**config.mk**
```make
export PLATFORM = sky130hd
export DESIGN_NAME = quadrature_encoder_accel_bank_flat
export DESIGN_NICKNAME = d
export VERILOG_FILES = /design/src/hdl/qea_pkg.sv /design/src/hdl/qea_sample_if.sv /design/src/hdl/qea_step_if.sv /design/src/hdl/qea_ram.sv /design/src/hdl/qea_update.sv /design/src/hdl/quadrature_encoder_accel_bank.sv /design/src/flat_wrapper.sv
export SDC_FILE = /design/constraint.sdc
export NUM_CORES = 2
export LEC_CHECK = 0
export BUFFER_PORTS_ARGS = -buffer_cell sky130_fd_sc_hd__buf_2
export CAP_MARGIN = 10
export CELL_PAD_IN_SITES_DETAIL_PLACEMENT = 1
export CELL_PAD_IN_SITES_GLOBAL_PLACEMENT = 1
export CORE_MARGIN = 2
export CORE_UTILIZATION = 47
export CTS_CLUSTER_SIZE = 30
export DETAILED_ROUTE_END_ITERATION = 7
export GPL_TIMING_DRIVEN = 0
export PLACE_DENSITY = 0.84
export REMOVE_ABC_BUFFERS = 1
export SYNTH_ARGS = -nofsm -noshare
export SYNTH_HDL_FRONTEND = slang
export SYNTH_SLANG_ARGS = --single-unit
```
**constraint.sdc**
```tcl
create_clock -name clk -period 7.6 [get_ports clk]
set_input_delay 0.38 -clock clk [delete_from_list [all_inputs] [get_ports clk]]
set_output_delay 0.38 -clock clk [all_outputs]
set_load 0.01 [all_outputs]
```
**src/hdl/qea_pkg.sv**
```systemverilog
// ----------------------------------------------------------------------------
// qea_pkg
// Shared types and constants for the quadrature encoder bank decoder.
// ----------------------------------------------------------------------------
package qea_pkg;

    localparam int TIME_W      = 32;
    localparam int LIMIT_W     = 20;
    localparam int CFG_DATA_W  = 20;
    localparam int CFG_INDEX_W = 2;

    // configuration register indexes
    localparam logic [CFG_INDEX_W-1:0] REG_ACCEL_ENABLE = 2'd0;
    localparam logic [CFG_INDEX_W-1:0] REG_FAST_LIMIT   = 2'd1;
    localparam logic [CFG_INDEX_W-1:0] REG_MEDIUM_LIMIT = 2'd2;

    localparam logic        ACCEL_ENABLE_RST = 1'b1;
    localparam logic [19:0] FAST_LIMIT_RST   = 20'd1000;
    localparam logic [19:0] MEDIUM_LIMIT_RST = 20'd5000;

    // {previous code, new code} transitions
    localparam logic [3:0] TR_CW_A  = 4'b1101;
    localparam logic [3:0] TR_CW_B  = 4'b0100;
    localparam logic [3:0] TR_CW_C  = 4'b0010;
    localparam logic [3:0] TR_CW_D  = 4'b1011;
    localparam logic [3:0] TR_CCW_A = 4'b1110;
    localparam logic [3:0] TR_CCW_B = 4'b0111;
    localparam logic [3:0] TR_CCW_C = 4'b0001;
    localparam logic [3:0] TR_CCW_D = 4'b1000;

    // full-speed step size: threshold is FULL_STEP >> accel shift
    localparam logic [2:0] FULL_STEP = 3'd4;

    typedef enum logic [1:0] {
        DIR_NONE,
        DIR_CW,
        DIR_CCW
    } dir_t;

    typedef struct packed {
        logic              accel_enable;
        logic [LIMIT_W-1:0] fast_limit_us;
        logic [LIMIT_W-1:0] medium_limit_us;
    } cfg_t;

    // one channel's stored state
    typedef struct packed {
        logic [1:0]        prev_code;
        logic signed [2:0] step_accum;
        logic [TIME_W-1:0] last_step_time;
    } entry_t;

    localparam int ENTRY_W = $bits(entry_t);

    function automatic dir_t direction_of(input logic [3:0] transition);
        dir_t dir;
        unique case (transition)
            TR_CW_A, TR_CW_B, TR_CW_C, TR_CW_D:     dir = DIR_CW;
            TR_CCW_A, TR_CCW_B, TR_CCW_C, TR_CCW_D: dir = DIR_CCW;
            default:                                dir = DIR_NONE;
        endcase
        return dir;
    endfunction

endpackage

```
**src/hdl/qea_sample_if.sv**
```systemverilog
// ----------------------------------------------------------------------------
// qea_sample_if
// Valid/ready channel carrying one sampled encoder pin pair with timestamp.
// ----------------------------------------------------------------------------
interface qea_sample_if;
    logic        valid;
    logic        ready;
    logic        bank;
    logic [3:0]  encoder;
    logic        pin_a;
    logic        pin_b;
    logic [31:0] time_us;

    modport source (output valid, bank, encoder, pin_a, pin_b, time_us, input ready);
    modport sink   (input valid, bank, encoder, pin_a, pin_b, time_us, output ready);
endinterface

```
**src/hdl/qea_step_if.sv**
```systemverilog
// ----------------------------------------------------------------------------
// qea_step_if
// Valid/ready channel carrying one emitted detent step.
// ----------------------------------------------------------------------------
interface qea_step_if;
    logic              valid;
    logic              ready;
    logic              out_bank;
    logic [3:0]        out_encoder;
    logic signed [3:0] step_amount;

    modport source (output valid, out_bank, out_encoder, step_amount, input ready);
    modport sink   (input valid, out_bank, out_encoder, step_amount, output ready);
endinterface

```
**src/hdl/qea_ram.sv**
```systemverilog
// ----------------------------------------------------------------------------
// qea_ram
// Generic simple dual-port RAM, one write and one registered read port.
// ----------------------------------------------------------------------------
module qea_ram #(
    parameter int WIDTH = 8,
    parameter int DEPTH = 32,
    parameter int ADDR_W = (DEPTH > 1) ? $clog2(DEPTH) : 1
) (
    input  logic              clk,
    input  logic              we,
    input  logic [ADDR_W-1:0] waddr,
    input  logic [WIDTH-1:0]  wdata,
    input  logic [ADDR_W-1:0] raddr,
    output logic [WIDTH-1:0]  rdata
);

    logic [WIDTH-1:0] mem [DEPTH];
    logic [WIDTH-1:0] rdata_reg;

    always_ff @(posedge clk)
    begin
        if (we)
        begin
            mem[waddr] <= wdata;
        end
        rdata_reg <= mem[raddr];
    end

    assign rdata = rdata_reg;

endmodule

```
**src/hdl/qea_update.sv**
```systemverilog
// ----------------------------------------------------------------------------
// qea_update
// Per-channel transition decode, acceleration pick and accumulator update.
// ----------------------------------------------------------------------------
module qea_update (
    input  qea_pkg::cfg_t        cfg,
    input  qea_pkg::entry_t      cur,
    input  logic [1:0]           code,
    input  logic [31:0]          time_us,
    output qea_pkg::entry_t      nxt,
    output logic                 emit,
    output logic signed [3:0]    step_amount
);
    import qea_pkg::*;

    dir_t              dir;
    logic [TIME_W-1:0] interval;
    logic              is_fast;
    logic              is_medium;
    logic [1:0]        accel_shift;
    logic signed [3:0] sum;
    logic [3:0]        mag;
    logic [2:0]        thr;
    logic [3:0]        accel;

    assign dir      = direction_of({cur.prev_code, code});
    assign interval = time_us - cur.last_step_time;   // wraps mod 2^32
    assign is_fast   = interval < {{(TIME_W-LIMIT_W){1'b0}}, cfg.fast_limit_us};
    assign is_medium = interval < {{(TIME_W-LIMIT_W){1'b0}}, cfg.medium_limit_us};

    always_comb
    begin
        priority if (!cfg.accel_enable)
            accel_shift = 2'd0;
        else if (is_fast)
            accel_shift = 2'd2;
        else if (is_medium)
            accel_shift = 2'd1;
        else
            accel_shift = 2'd0;
    end

    assign sum   = {cur.step_accum[2], cur.step_accum}
                 + ((dir == DIR_CCW) ? 4'sb1111 : 4'sb0001);
    assign mag   = sum[3] ? 4'(-sum) : 4'(sum);
    assign thr   = FULL_STEP >> accel_shift;
    assign accel = 4'b0001 << accel_shift;

    always_comb
    begin
        nxt           = cur;
        nxt.prev_code = code;
        emit          = 1'b0;
        if (dir != DIR_NONE)
        begin
            nxt.last_step_time = time_us;
            if (mag >= {1'b0, thr})
            begin
                emit           = 1'b1;
                nxt.step_accum = 3'sd0;
            end
            else
            begin
                nxt.step_accum = sum[2:0];
            end
        end
    end

    assign step_amount = sum[3] ? 4'(-accel) : accel;

endmodule

```
**src/hdl/quadrature_encoder_accel_bank.sv**
```systemverilog
// ----------------------------------------------------------------------------
// quadrature_encoder_accel_bank
// Quadrature decoder for BANKS x ENCODERS_PER_BANK rotary encoders with
// speed-dependent step acceleration.
// ----------------------------------------------------------------------------
// Takes one pin sample beat per clock unless the output stalls and presents
// at most one step beat for it via stage 1 and the out register. Per-channel
// state (last code, step accumulator, last step time) sits in a single RAM
// with a registered read; a one-entry write bypass covers back-to-back
// samples of the same channel. After reset the RAM is zeroed by a clearing
// pass over all BANKS*ENCODERS_PER_BANK entries, during which no sample is
// accepted (register writes are taken at any time). Samples for a channel
// outside the configured bank/encoder range are dropped without effect.
module quadrature_encoder_accel_bank #(
    parameter int ENCODERS_PER_BANK = 16,
    parameter int BANKS             = 2
) (
    input  logic                              clk,
    input  logic                              rst_n,
    qea_sample_if.sink                        samples,
    qea_step_if.source                        steps,
    input  logic                              wr_en,
    input  logic [qea_pkg::CFG_INDEX_W-1:0]   wr_index,
    input  logic [qea_pkg::CFG_DATA_W-1:0]    wr_data
);
    import qea_pkg::*;

    localparam int CHANNELS = BANKS * ENCODERS_PER_BANK;
    localparam int CH_W     = (CHANNELS > 1) ? $clog2(CHANNELS) : 1;

    // configuration
    cfg_t cfg_reg;

    always_ff @(posedge clk or negedge rst_n)
    begin
        if (!rst_n)
        begin
            cfg_reg.accel_enable    <= ACCEL_ENABLE_RST;
            cfg_reg.fast_limit_us   <= FAST_LIMIT_RST;
            cfg_reg.medium_limit_us <= MEDIUM_LIMIT_RST;
        end
        else if (wr_en)
        begin
            unique case (wr_index)
                REG_ACCEL_ENABLE: cfg_reg.accel_enable    <= wr_data[0];
                REG_FAST_LIMIT:   cfg_reg.fast_limit_us   <= wr_data[LIMIT_W-1:0];
                REG_MEDIUM_LIMIT: cfg_reg.medium_limit_us <= wr_data[LIMIT_W-1:0];
                default:          ;
            endcase
        end
    end

    // clearing pass
    logic            clear_active_reg;
    logic [CH_W-1:0] clear_addr_reg;

    always_ff @(posedge clk or negedge rst_n)
    begin
        if (!rst_n)
        begin
            clear_active_reg <= 1'b1;
            clear_addr_reg   <= '0;
        end
        else if (clear_active_reg)
        begin
            clear_addr_reg <= clear_addr_reg + 1'b1;
            if (clear_addr_reg == CH_W'(CHANNELS - 1))
            begin
                clear_active_reg <= 1'b0;
            end
        end
    end

    // stage 1 registers and handshake
    logic            s1_valid_reg;
    logic            s1_in_range_reg;
    logic [CH_W-1:0] s1_ch_reg;
    logic            s1_bank_reg;
    logic [3:0]      s1_encoder_reg;
    logic [1:0]      s1_code_reg;
    logic [31:0]     s1_time_reg;

    logic            out_valid_reg;
    logic            out_bank_reg;
    logic [3:0]      out_encoder_reg;
    logic signed [3:0] out_step_reg;

    logic            s1_advance;
    logic            accept;
    logic            in_range;
    logic [CH_W-1:0] in_ch;

    assign s1_advance    = !out_valid_reg || steps.ready;
    assign samples.ready = !clear_active_reg && (!s1_valid_reg || s1_advance);
    assign accept        = samples.valid && samples.ready;

    assign in_range = (32'(samples.bank) < 32'(BANKS))
                   && (32'(samples.encoder) < 32'(ENCODERS_PER_BANK));
    assign in_ch    = CH_W'(32'(samples.bank) * 32'(ENCODERS_PER_BANK)
                          + 32'(samples.encoder));

    always_ff @(posedge clk or negedge rst_n)
    begin
        if (!rst_n)
        begin
            s1_valid_reg <= 1'b0;
        end
        else if (accept)
        begin
            s1_valid_reg <= 1'b1;
        end
        else if (s1_advance)
        begin
            s1_valid_reg <= 1'b0;
        end
    end

    always_ff @(posedge clk)
    begin
        if (accept)
        begin
            s1_in_range_reg <= in_range;
            s1_ch_reg       <= in_ch;
            s1_bank_reg     <= samples.bank;
            s1_encoder_reg  <= samples.encoder;
            s1_code_reg     <= {samples.pin_a, samples.pin_b};
            s1_time_reg     <= samples.time_us;
        end
    end

    // state RAM with write bypass
    logic            ram_we;
    logic [CH_W-1:0] ram_waddr;
    entry_t          ram_wdata;
    logic [CH_W-1:0] ram_raddr;
    entry_t          ram_rdata;
    logic            item_we;

    logic            byp_valid_reg;
    logic [CH_W-1:0] byp_addr_reg;
    entry_t          byp_data_reg;

    entry_t          cur_entry;
    entry_t          nxt_entry;
    logic            emit;
    logic signed [3:0] step_amount;

    assign item_we   = s1_valid_reg && s1_in_range_reg && s1_advance;
    assign ram_we    = clear_active_reg || item_we;
    assign ram_waddr = clear_active_reg ? clear_addr_reg : s1_ch_reg;
    assign ram_wdata = clear_active_reg ? '0 : nxt_entry;
    assign ram_raddr = accept ? in_ch : s1_ch_reg;

    qea_ram #(
        .WIDTH (ENTRY_W),
        .DEPTH (CHANNELS),
        .ADDR_W(CH_W)
    ) u_state_ram (
        .clk  (clk),
        .we   (ram_we),
        .waddr(ram_waddr),
        .wdata(ram_wdata),
        .raddr(ram_raddr),
        .rdata(ram_rdata)
    );

    always_ff @(posedge clk or negedge rst_n)
    begin
        if (!rst_n)
        begin
            byp_valid_reg <= 1'b0;
        end
        else if (item_we)
        begin
            byp_valid_reg <= 1'b1;
        end
    end

    always_ff @(posedge clk)
    begin
        if (item_we)
        begin
            byp_addr_reg <= s1_ch_reg;
            byp_data_reg <= nxt_entry;
        end
    end

    // the RAM read may have raced the previous beat's write
    assign cur_entry = (byp_valid_reg && byp_addr_reg == s1_ch_reg) ? byp_data_reg
                                                                    : ram_rdata;

    qea_update u_update (
        .cfg        (cfg_reg),
        .cur        (cur_entry),
        .code       (s1_code_reg),
        .time_us    (s1_time_reg),
        .nxt        (nxt_entry),
        .emit       (emit),
        .step_amount(step_amount)
    );

    // result register
    always_ff @(posedge clk or negedge rst_n)
    begin
        if (!rst_n)
        begin
            out_valid_reg <= 1'b0;
        end
        else if (s1_advance)
        begin
            out_valid_reg <= s1_valid_reg && s1_in_range_reg && emit;
        end
    end

    always_ff @(posedge clk)
    begin
        if (s1_advance)
        begin
            out_bank_reg    <= s1_bank_reg;
            out_encoder_reg <= s1_encoder_reg;
            out_step_reg    <= step_amount;
        end
    end

    assign steps.valid       = out_valid_reg;
    assign steps.out_bank    = out_bank_reg;
    assign steps.out_encoder = out_encoder_reg;
    assign steps.step_amount = out_step_reg;

`ifndef SYNTHESIS
    a_no_accept_while_clearing: assert property (
        @(posedge clk) disable iff (!rst_n)
        clear_active_reg |-> !accept
    ) else $error("sample accepted during RAM clearing pass");

    a_step_legal: assert property (
        @(posedge clk) disable iff (!rst_n)
        out_valid_reg |-> (out_step_reg == 4'sd1 || out_step_reg == -4'sd1
                        || out_step_reg == 4'sd2 || out_step_reg == -4'sd2
                        || out_step_reg == 4'sd4 || out_step_reg == -4'sd4)
    ) else $error("illegal step amount");

    a_result_from_stage: assert property (
        @(posedge clk) disable iff (!rst_n)
        $rose(out_valid_reg) |-> $past(s1_valid_reg && s1_in_range_reg)
    ) else $error("result without an in-range stage item");

    a_bypass_tracks_write: assert property (
        @(posedge clk) disable iff (!rst_n)
        item_we |=> (byp_valid_reg && byp_addr_reg == $past(s1_ch_reg))
    ) else $error("bypass register missed a state write");

    a_stall_holds_result: assert property (
        @(posedge clk) disable iff (!rst_n)
        (out_valid_reg && !steps.ready) |=> (out_valid_reg && $stable(out_step_reg))
    ) else $error("pending result changed while stalled");
`endif

endmodule
```
**src/flat_wrapper.sv**
```systemverilog
// flat-port wrapper written by rule: the top's interface ports become plain ports
module quadrature_encoder_accel_bank_flat import qea_pkg::*;
#(
    parameter int ENCODERS_PER_BANK = 16,
    parameter int BANKS             = 2
)
  (clk, rst_n, wr_en, wr_index, wr_data, samples_valid, samples_bank, samples_encoder, samples_pin_a, samples_pin_b, samples_time_us, samples_ready, steps_valid, steps_out_bank, steps_out_encoder, steps_step_amount, steps_ready);
  qea_sample_if samples_i ();
  qea_step_if steps_i ();
  input  logic clk;
  input  logic rst_n;
  input  logic wr_en;
  input  logic [qea_pkg::CFG_INDEX_W-1:0] wr_index;
  input  logic [qea_pkg::CFG_DATA_W-1:0] wr_data;
  input wire logic [$bits(samples_i.valid)-1:0] samples_valid;
  input wire logic [$bits(samples_i.bank)-1:0] samples_bank;
  input wire logic [$bits(samples_i.encoder)-1:0] samples_encoder;
  input wire logic [$bits(samples_i.pin_a)-1:0] samples_pin_a;
  input wire logic [$bits(samples_i.pin_b)-1:0] samples_pin_b;
  input wire logic [$bits(samples_i.time_us)-1:0] samples_time_us;
  output wire logic [$bits(samples_i.ready)-1:0] samples_ready;
  output wire logic [$bits(steps_i.valid)-1:0] steps_valid;
  output wire logic [$bits(steps_i.out_bank)-1:0] steps_out_bank;
  output wire logic [$bits(steps_i.out_encoder)-1:0] steps_out_encoder;
  output wire logic [$bits(steps_i.step_amount)-1:0] steps_step_amount;
  input wire logic [$bits(steps_i.ready)-1:0] steps_ready;
  assign samples_i.valid = samples_valid;
  assign samples_i.bank = samples_bank;
  assign samples_i.encoder = samples_encoder;
  assign samples_i.pin_a = samples_pin_a;
  assign samples_i.pin_b = samples_pin_b;
  assign samples_i.time_us = samples_time_us;
  assign samples_ready = samples_i.ready;
  assign steps_valid = steps_i.valid;
  assign steps_out_bank = steps_i.out_bank;
  assign steps_out_encoder = steps_i.out_encoder;
  assign steps_step_amount = steps_i.step_amount;
  assign steps_i.ready = steps_ready;
  quadrature_encoder_accel_bank #(.ENCODERS_PER_BANK(ENCODERS_PER_BANK), .BANKS(BANKS)) u_core (.clk(clk), .rst_n(rst_n), .samples(samples_i), .steps(steps_i), .wr_en(wr_en), .wr_index(wr_index), .wr_data(wr_data));
endmodule
```
; Word level (Yosys, flattened, before mapping)
; Memory sizes are Yosys's and may differ from the RTL's. A register that Yosys moved wholly into a read port is not among the register bits.
; Index checks and enable logic that the tools add are counted.
[totals]
ram_bits = 1184
elab_cells = 75
input_bits = 66
rom_bits = 32
out_inout_bits = 11
regBits = 145
n_memories = 2
[classes]
reduce_logical = 17
mux = 20
addsub = 6
shifts = 2
magnitude_cmp = 3
eq_ne = 5
[mem_list]
columns = memory, depth, width, read_ports, rd_ports_with_merged_regs, wr, line_no
row1 = u_core.u_state_ram.mem, 32, 37, 1, 1, 1, qea_ram.sv:18  ; logic [WIDTH-1:0] mem [DEPTH];
row2 = (name not given), 16, 2, 1, 0, 0, qea_pkg.sv:57  ; unique case (transition)
[op_table]
columns = cell, count
row1 = two-way mux 37 bit, 2
row2 = less-than comparator 32 x 20 -> 1 bit, 2
row3 = two-way mux 35 bit, 1
row4 = subtractor 32 bit, 1
row5 = two-way mux 4 bit, 3
row6 = two-way mux 5 bit, 2
row7 = two-way mux 1 bit, 9
row8 = negator 4 bit, 2
row9 = AND reduction 2 bit, 3
row10 = adder 5 x 1 -> 5 bit (second input constant), 1
row11 = adder 5 x 4 -> 5 bit, 1
row12 = equality test 5 bit, 1
row13 = equality test 5 bit (second input constant), 1
row14 = logical AND 1 bit, 5
row15 = adder 4 bit, 1
row16 = equality test 2 bit (second input constant), 2
row17 = >= comparator 4 x 3 -> 1 bit, 1
row18 = two-way mux 2 bit, 2
row19 = nonzero test 2 bit, 2
row20 = left shift 1 x 2 -> 4 bit (first input constant), 1
row21 = zero test 1 bit, 3
row22 = logical OR 1 bit, 3
row23 = two-way mux 3 bit, 1
row24 = right shift 3 x 2 -> 3 bit (first input constant), 1
row25 = other kinds (2), 2

; Logic depth before layout (Yosys ltp)
[logic_depth]
depth_word = 13
mapped_depth = 28
mapped_depth_nobuf = 27

; Modules after synthesis
; From an unflattened synthesis, not the netlist that was laid out.
[hier_totals]
cells_unflattened = 3481
area_unflattened_um2 = 56240.2
[by_module_without_submodules]
columns = mod, seq_area_each_um2, cells_each, area_per_inst_um2, instances
row1 = qea_ram, 36294.8, 2605, 46837.4, 1
row2 = quadrature_encoder_accel_bank, 4070.2, 317, 5746.8, 1
row3 = qea_update, 0.0, 559, 3656.0, 1

; Worst setup path after synthesis
; OpenSTA, ideal clock, no wires.
[synth_path]
path_kind = register to register
start = register u_core.byp_addr_reg[3]
end = memory u_core.u_state_ram.mem[0][33] (netlist name) (data pin)
period_less_slack_ns = 7.272
path_stages_with_launch = 28
setup_ns = 0.360
required_ns = 7.240
arrival_ns = 6.913
n_path_buf = 3
setup_slack_ns = 0.328
path_cell_list = edfxtp_1 > xor2_1 > nor4_1 > and3_1 > buf_2 > buf_1 > mux2i_1 > ha_1 > clkbuf_1 > nand4_1 > a2111oi_1 > nor2_1 > o21ai_0 > a21o_1 > a21oi_1 > xnor2_1 > ha_1 > nand4_1 > or3_1 > o2111ai_1 > nor3b_1 > nand2_1 > ha_1 > a21o_1 > a21oi_1 > and2_1 > mux2_2 > nor2b_1
[synth_lines]
columns = item, line_no
row1 = "start, declared", quadrature_encoder_accel_bank.sv:140  ; logic [CH_W-1:0] byp_addr_reg;
row2 = "start signal, assigned", quadrature_encoder_accel_bank.sv:183  ; byp_addr_reg <= s1_ch_reg;
row3 = "end, declared", qea_ram.sv:18

==> flow_metrics.tcl <==
set metrics [dict create \
    start_kind "flop" \
    slew_headroom_pct 5.58 \
    status "finished clean" \
    synth_top_area_cell "edfxtp_1" \
    synth_top_area_share_pct 67.6 \
    drtAntennaViolNets 0 \
    rr_startpoint "u_core.s1_ch_reg[3]" \
    maxCapViolCount 0 \
    synth-edff-count 1274 \
    hold_slack_ns 0.200 \
    drt_wl_total_microns 208000 \
    cts_tree "built" \
    totalPowerFinal_mw 25.8 \
    syn_area_sq_mm 0.0566 \
    fmax_mhz 132 \
    grt_pass1_vias 44300 \
    first_pass_iters 6 \
    synth-seq-cells 1366 \
    async_flop_share_pct 3.66 \
    synth-warning-count 0 \
    cts_made_buffers 139 \
    cp_top_family "simple AND/OR/NAND/NOR gates" \
    drive_above_1_share_pct 13.1 \
    ys_seq_area_share_pct 71.3 \
    slowest_delay_ns 0.39 \
    grt_pass1_wl_microns 296000 \
    track_usage_pct 33.2 \
    fp.coreArea_sq_mm 0.120 \
    tightest_slew_ns 1.42 \
    fin_crit_ns 7.59 \
    cp_max_fo 22 \
    portBuffers 76 \
    drv_slew 0 \
    dieArea_sq_mm 0.123 \
    reg2reg_depth 28 \
    gp_congestion 0.900 \
    fin_crit_sh_pct 99.9 \
    clockBufferDepth 3 \
    rows 127 \
    drtIter0Drc 6473 \
    startpoint "u_core.s1_ch_reg[3]" \
    cts_max_level 4 \
    overflow 0 \
    die_w_microns 351 \
    dp_hpwl_microns 122000 \
    regToRegEndpoint "u_core.u_state_ram.mem[18][33]" \
    fin_nets 4809 \
    required_ns 8.13 \
    synthFlopType "edfxtp_1" \
    start_util_pct 47.3 \
    clk_pin_slew_worst_paths_ns 0.07 \
    crit_path_end "u_core.u_state_ram.mem[18][33]" \
    synthTopCellsByArea "edfxtp_1 68%, nand2_1 8.4%, nand3_1 5.3%" \
    wl_per_cell_microns 32.5 \
    crit_buf_inv 2 \
    worstSetupPathType "reg -> reg" \
    skew_ns 0.0388 \
    dp_slack_ns -2.24 \
    largest_register_ffs 1184 \
    via_count 42300 \
    die_h_microns 351 \
    io_pins 77 \
    hp-class "in -> async" \
    syn_inst 4493 \
    clock_latency_ns 0.81 \
    ctsRootBufferMaster "clkbuf_16" \
    fillCellCount 11500 \
    grt_max_degree 143 \
    ys_types 71 \
    setup_viol 0 \
    final_cells 6397 \
    p_leak_nw 24.1 \
    irDropWorstVdd_mv 0.358 \
    viasPerCell 6.61 \
    avgSynthCellArea_sq_um 12.6 \
    cp.arrival_ns 8.12 \
    place_inst 6051 \
    crit_path_top_delay_cell "ha_2" \
    endpoint_kind "flop" \
    areaGrowthSynthToFinish_pct 19.1 \
    cts.sinks 1366 \
    layout_common_cells "1274 x edfxtp_1, 1267 x nand2_1, 602 x nand3_1" \
    final_common_cell "edfxtp_1" \
    hold_viol 0 \
    antenna_found_initial 5 \
    drc 0 \
    path_depth 28 \
    setup_slack_ns 0.00752 \
    cellPowerDensity_mw_per_mm2 383 \
    reg2reg_setup_slack_ns 0.008 \
]
## layer usage
metal | global-route usage, % | wire, microns | vias to the layer above | part of all wire (%)
li1 | - | - | 16800 | -
met1 | 42.3 | 75100 | 21300 | 36
met2 | 52.5 | 96500 | 3202 | 46
met3 | 7.43 | 23200 | 890 | 11
met4 | 19.2 | 13000 | 2 | 6.3
met5 | 0 | 13 | - | 0.0063
## Yosys cell counts (37+ instances only)
library cell     n
a21o_1          57
nand3_1        602
nor2_1          64
dfrtp_1         37
and3_1          79
nor2b_1         45
clkbuf_1       230
ha_1            77
o21ai_0         64
mux2i_1         43
nand2_1       1267
a31oi_1         39
buf_2           43
dfxtp_1         42
mux2_2          46
edfxtp_1      1274
a21oi_1         55
a311oi_1       185
inv_1           62
## timing repair
item	in CTS	in global routing
resized for setup	32	15
hold buffers	63	0
gates cloned	3	0
pin swaps	4	2
endpoints found under the setup margin	103	99
hold endpoints to repair	119	0
buffers inserted	13	1
## per-stage QoR
stage / utilization, % / instance area [sq um] / setup TNS (ns)
detailed placement: 51.6 / 61700 / -214.06
CTS: 56.2 / 67200 / 0
finish: 56.3 / 67400 / 0
global route: 56.3 / 67400 / -0.147
global placement: 48.4 / 57900 / -8730.07
floorplan: - / 55500 / -1964.09
## where the power goes
| part | switching (mW) | internal (mW) | total, mW |
|---|---|---|---|
| registers | 0.255 | 10.7 | 10.9 |
| logic | 5.44 | 2.43 | 7.87 |
| clock network | 3.09 | 3.95 | 7.03 |
| total | 8.78 | 17.0 | 25.8 |
## worst reg2reg max path: cells and delay by family (launching register included)
kind	cells	cell delay [ns]
DFF	1	0.38
adders and majority gates	3	1.06
AOI/OAI and AO/OA	10	1.98
muxes	2	0.70
buffers and inverters	2	0.44
and+or+nand+nor	9	2.37
xor gates and xnor gates	2	0.36
## cell families after synthesis
logic type,synth area share [%]
XOR/XNOR,0.573
AND/OR/NAND/NOR,16.3
AO/OA/AOI/OAI,6.01
flip-flops,71.3
buffers and inverters,2.39
adder cells (fa/ha/maj),1.77
multiplexers,1.68
## cell type report
type	instances	area (sq um)	area share, %
clock buffers	192	3850	5.71
well taps	1612	2020	2.99
diodes	3	7.51	0.0111
inverters	64	258	0.382
flip-flops and latches	1366	40400	59.9
multi-input cells	2784	15500	23.0
clock inverters	67	702	1.04
repair buffers	309	4690	6.96
## worst min path at each step
stage / startpoint / endpoint / slack, ns
after floorplan: rst_n / u_core.byp_valid_reg / 0.08
after global placement: u_core.s1_encoder_reg[3] / u_core.steps.out_encoder[3] / 0.40
after detailed placement: u_core.s1_encoder_reg[1] / u_core.steps.out_encoder[1] / 0.41
after CTS: samples_time_us[5] / u_core.s1_time_reg[5] / 0.25
after global routing: rst_n / u_core.cfg_reg[4] / 0.25
final: rst_n / u_core.cfg_reg[4] / 0.20
Note: power is estimated with default switching activity, not from simulation.
